--- src/design/saq_pkg.sv ---
package saq_pkg;

    localparam int KEY_W          = 16;
    localparam int PAYLOAD_W      = 16;
    localparam int OCC_W          = 7;
    localparam int CAPACITY_DEFAULT = 64;

    typedef enum logic [1:0] {
        OP_ENQ   = 2'd0,
        OP_DEQ   = 2'd1,
        OP_PEEK  = 2'd2,
        OP_CLEAR = 2'd3
    } op_t;

    typedef enum logic [1:0] {
        ST_OK    = 2'd0,
        ST_EMPTY = 2'd1,
        ST_FULL  = 2'd2
    } status_t;

    typedef struct packed {
        logic [1:0]           operation;
        logic [KEY_W-1:0]     item_key;
        logic [PAYLOAD_W-1:0] item_payload;
    } req_t;

    typedef struct packed {
        logic [KEY_W-1:0]     out_key;
        logic [PAYLOAD_W-1:0] out_payload;
        logic                 out_valid;
        logic [OCC_W-1:0]     occupancy;
        logic                 is_empty;
        logic [1:0]           status;
    } rsp_t;

    typedef struct packed {
        logic [KEY_W-1:0]     key;
        logic [PAYLOAD_W-1:0] payload;
    } entry_t;

    // Broadcast from the control logic to every cell of the row.
    typedef struct packed {
        logic   enq;
        logic   deq;
        logic   descending;
        entry_t new_entry;
    } cell_ctrl_t;

endpackage

--- src/design/saq_cell.sv ---
module saq_cell (
    input  logic                clk,
    input  saq_pkg::cell_ctrl_t ctrl,
    input  logic                occupied,
    input  saq_pkg::entry_t     left_entry,
    input  logic                left_after,
    input  saq_pkg::entry_t     right_entry,
    output saq_pkg::entry_t     entry,
    output logic                after
);

    saq_pkg::entry_t entry_reg;
    saq_pkg::entry_t entry_next;

    // An empty cell counts as served after any key, so the flags along the
    // row read 0...0 1...1 and the first set flag marks the insertion point.
    always_comb
    begin
        if (!occupied)
            after = 1'b1;
        else if (ctrl.descending)
            after = entry_reg.key < ctrl.new_entry.key;
        else
            after = entry_reg.key > ctrl.new_entry.key;
    end

    always_comb
    begin
        entry_next = entry_reg;
        if (ctrl.enq)
        begin
            if (after)
                entry_next = left_after ? left_entry : ctrl.new_entry;
        end
        else if (ctrl.deq)
        begin
            entry_next = right_entry;
        end
    end

    always_ff @(posedge clk)
    begin
        entry_reg <= entry_next;
    end

    assign entry = entry_reg;

endmodule

--- config.mk ---
export PLATFORM = sky130hd
export DESIGN_NAME = saq_cell
export DESIGN_NICKNAME = d
export VERILOG_FILES = /design/src/design/saq_pkg.sv /design/src/design/saq_cell.sv
export SDC_FILE = /design/constraint.sdc
export NUM_CORES = 1
export LEC_CHECK = 0
export ABC_AREA = 1
export BUFFER_PORTS_ARGS = -buffer_cell sky130_fd_sc_hd__buf_2
export CAP_MARGIN = 30
export CORE_AREA = 2 2 67 82
export DETAILED_ROUTE_END_ITERATION = 10
export DIE_AREA = 0 0 69 84
export HOLD_SLACK_MARGIN = 0.1
export PLACE_DENSITY_LB_ADDON = 0.15
export SLEW_MARGIN = 20
export SYNTH_ARGS = -nofsm -noshare
export SYNTH_HDL_FRONTEND = slang
export SYNTH_SLANG_ARGS = --single-unit
--- constraint.sdc ---
create_clock -name clk -period 2.75 [get_ports clk]
set_input_delay 0.1375 -clock clk [delete_from_list [all_inputs] [get_ports clk]]
set_output_delay 0.1375 -clock clk [all_outputs]
set_load 0.01 [all_outputs]
==> impl_metrics.tcl <==
set metrics [dict create \
    synth.top_cell.area_share 0.457 \
    p_per_area_mw_per_mm2 487 \
    yosysWarnings 0 \
    drt_iter0_drc 89 \
    crit_end "entry[2]$_DFFE_PP_" \
    drc_errors 0 \
    max_freq_mhz 465 \
    cp.required_ns 2.71 \
    worstReg2RegStart "entry[31]$_DFFE_PP_" \
    nFillCells 508 \
    clock_path_buffers 2 \
    drv_cap 0 \
    clock_skew_ns 0.00635 \
    placed_cells 447 \
    antenna_found_initial 0 \
    tightest_slew_ns 0.556 \
    min_period_ns 2.15 \
    reg2reg_depth 11 \
    path_common_cell "nand2_1" \
    min_path_type "input pin to flip-flop" \
    clockPowerShare 0.313 \
    grt.total_usage 0.209 \
    timing.rr.end "entry[2]$_DFFE_PP_" \
    swShare 0.283 \
    largest_reg_flops 32 \
    final-hold-violation-count 0 \
    fp.dieW_um 69 \
    ys_top_cells_by_area "edfxtp_1 46%, nand2_1 9.8%, ha_1 9.5%" \
    fp-row-count 29 \
    post_drt_wl_per_cell_um 13.0 \
    avgSynthCellArea_um2 8.13 \
    synth_seq_area_share 0.457 \
    reg2reg_slack_ns 0.60 \
    start_kind "flip-flop" \
    gr-max-usage-layer "met2" \
    crit_path_end_kind "flip-flop" \
    clk_pin_slew_ns 0.07 \
    layout-drive-gt1-share 0.407 \
    post_cts_resized 0 \
    cts_tree "built" \
    post_cts_buffers 0 \
    met2_usage 0.388 \
    syn_to_final_growth_pct 40.1 \
    power.internal_mw 1.03 \
    grt_util_met3 0.0519 \
    grt.met1_usage 0.227 \
    initial_utilization 0.414 \
    numCtsBuffers 5 \
    cpPeakStageDelay_ns 0.38 \
    ir_drop_mv 0.256 \
    setup_slack_ns 0.598 \
    rsz0062_at_grt "false" \
    fin_crit_sh 0.783 \
    drt-total-wl_um 5910 \
    io_pins 135 \
    critPathMaxFanout 23 \
    dp_hpwl_um 4470 \
    finalSetupTns_ns 0 \
    critPathKind "flip-flop to flip-flop" \
    setup_viol 0 \
    ys_ff_latch 32 \
    port_buffers 134 \
    final_cell_mix "134 x buf_2, 55 x nand2_1, 37 x o21ai_0, 33 x nor2_1, 32 x edfxtp_1" \
    synthesis.area_mm2 0.00210 \
    pwr-share-comb 0.255 \
    clock-sinks 32 \
    nets 510 \
    postRouteAntennaNets 0 \
    yosysTopAreaCell "edfxtp_1" \
    overflow 0 \
    synth.distinct_cells 19 \
    synth_nets 377 \
    grt_max_degree 35 \
    die_y_um 84 \
    grt_pass1_wl_um 9720 \
    die-area_mm2 0.00580 \
    diodes 0 \
    post_drt_via_cell_ratio 4.85 \
    relSlewSlack 0.629 \
    critPathArrivalTime_ns 2.11 \
    crit_start "entry[31]$_DFFE_PP_" \
    layout_commonest_cell "buf_2" \
    synth_cells 259 \
    p_sw_uw 406 \
    htree_num_levels 2 \
    holdBufCountCts 0 \
    clock_latency_ns 0.28 \
    final_util 0.580 \
    num_vias 2207 \
    gp_congestion 0.792 \
    status "finished clean" \
    finalNonFillerCells 455 \
    core_area_mm2 0.00508 \
    cp_slowest_cell "edfxtp_1" \
    grt_pass1_vias 2226 \
    slew_violations 0 \
    cp_cell_sequence "ha_1 > nand2_2 > inv_1 > nand2_1 > nand2_1 > a21oi_1 > nand4_1 > nand3_2 > nand2_1 > nand2_1 > buf_4" \
    power_frac_seq 0.433 \
    post-place-ws_ns 0.622 \
    drtPass1Iterations 4 \
    p_leak_nw 1.50 \
    cts-root-buf "clkbuf_8" \
]
[power by group through the flow]
stage | combinational (mW) | clock [mW] | sequential (mW)
floorplan | 0.170 | 0 | 0.660
global placement | 0.363 | 0 | 0.630
detailed placement | 0.369 | 0 | 0.633
CTS | 0.371 | 0.463 | 0.622
global route | 0.416 | 0.481 | 0.628
finish | 0.365 | 0.449 | 0.621
[cells in the mapped netlist]
| cell type | n |
|---|---|
| nor2_2 | 1 |
| nor2_1 | 33 |
| buf_2 | 1 |
| inv_2 | 2 |
| a21oi_1 | 6 |
| o21ai_0 | 37 |
| nand4_1 | 1 |
| edfxtp_1 | 32 |
| nand3_1 | 1 |
| ha_1 | 16 |
| nand2_2 | 6 |
| clkbuf_1 | 10 |
| nand3_4 | 1 |
| nand3_2 | 2 |
| nand2_1 | 55 |
| buf_1 | 1 |
| inv_1 | 25 |
| nor2_4 | 2 |
| o21ai_1 | 27 |
[metal layers]
layer  wire [um]  share of wire  vias up
li1            -              -     1132
met1        2260           0.38      972
met2        3120           0.53       92
met3         421          0.071       11
met4         104          0.018        0
met5           0              0        -
[kinds of logic after synthesis]
kind of cell	count (synthesis)	synth area share
DFF	32	0.457
AOI/OAI and AO/OA	70	0.166
adders and majority gates	16	0.0951
and+or+nand+nor	102	0.212
buffers and inverters	39	0.0702
[how the worst min path moves through the flow]
stage | from | end | slack (ns) | cells past startpoint
final | right_entry[5] | entry[5]$_DFFE_PP_ | 0.13 | 3
after global routing | right_entry[30] | entry[30]$_DFFE_PP_ | 0.13 | 3
after CTS | right_entry[30] | entry[30]$_DFFE_PP_ | 0.13 | 3
after detailed placement | right_entry[30] | entry[30]$_DFFE_PP_ | 0.43 | 3
after global placement | right_entry[9] | entry[9]$_DFFE_PP_ | 0.43 | 3
after floorplan | right_entry[12] | entry[12]$_DFFE_PP_ | 0.33 | 2
[through the flow]
step | total power, mW | instance area, um^2 | hold slack (ns)
floorplan | 0.830 | 2100 | 0.329
global placement | 0.993 | 2840 | 0.426
detailed placement | 1.00 | 2840 | 0.429
CTS | 1.46 | 2950 | 0.126
global route | 1.52 | 2950 | 0.131
finish | 1.44 | 2950 | 0.135
[layout make-up]
type | count | area, um^2 | area share
Clock buffer | 5 | 68.8 | 0.0233
Timing Repair Buffer | 138 | 701 | 0.238
Tap cell | 62 | 77.6 | 0.0263
Clock inverter | 3 | 42.5 | 0.0144
Sequential cell | 32 | 961 | 0.326
Multi-Input combinational cell | 188 | 996 | 0.338
Inverter | 27 | 101 | 0.0344
[worst max-delay path, delay by kind of cell, from the launching register on]
kind | cells | cell delay [ns]
adder cells (fa/ha/maj) | 1 | 0.32
AO/OA/AOI/OAI | 1 | 0.19
flip-flops | 1 | 0.38
buffers and inverters | 2 | 0.34
AND/OR/NAND/NOR | 7 | 0.59
(Power assumes the default switching activity.)
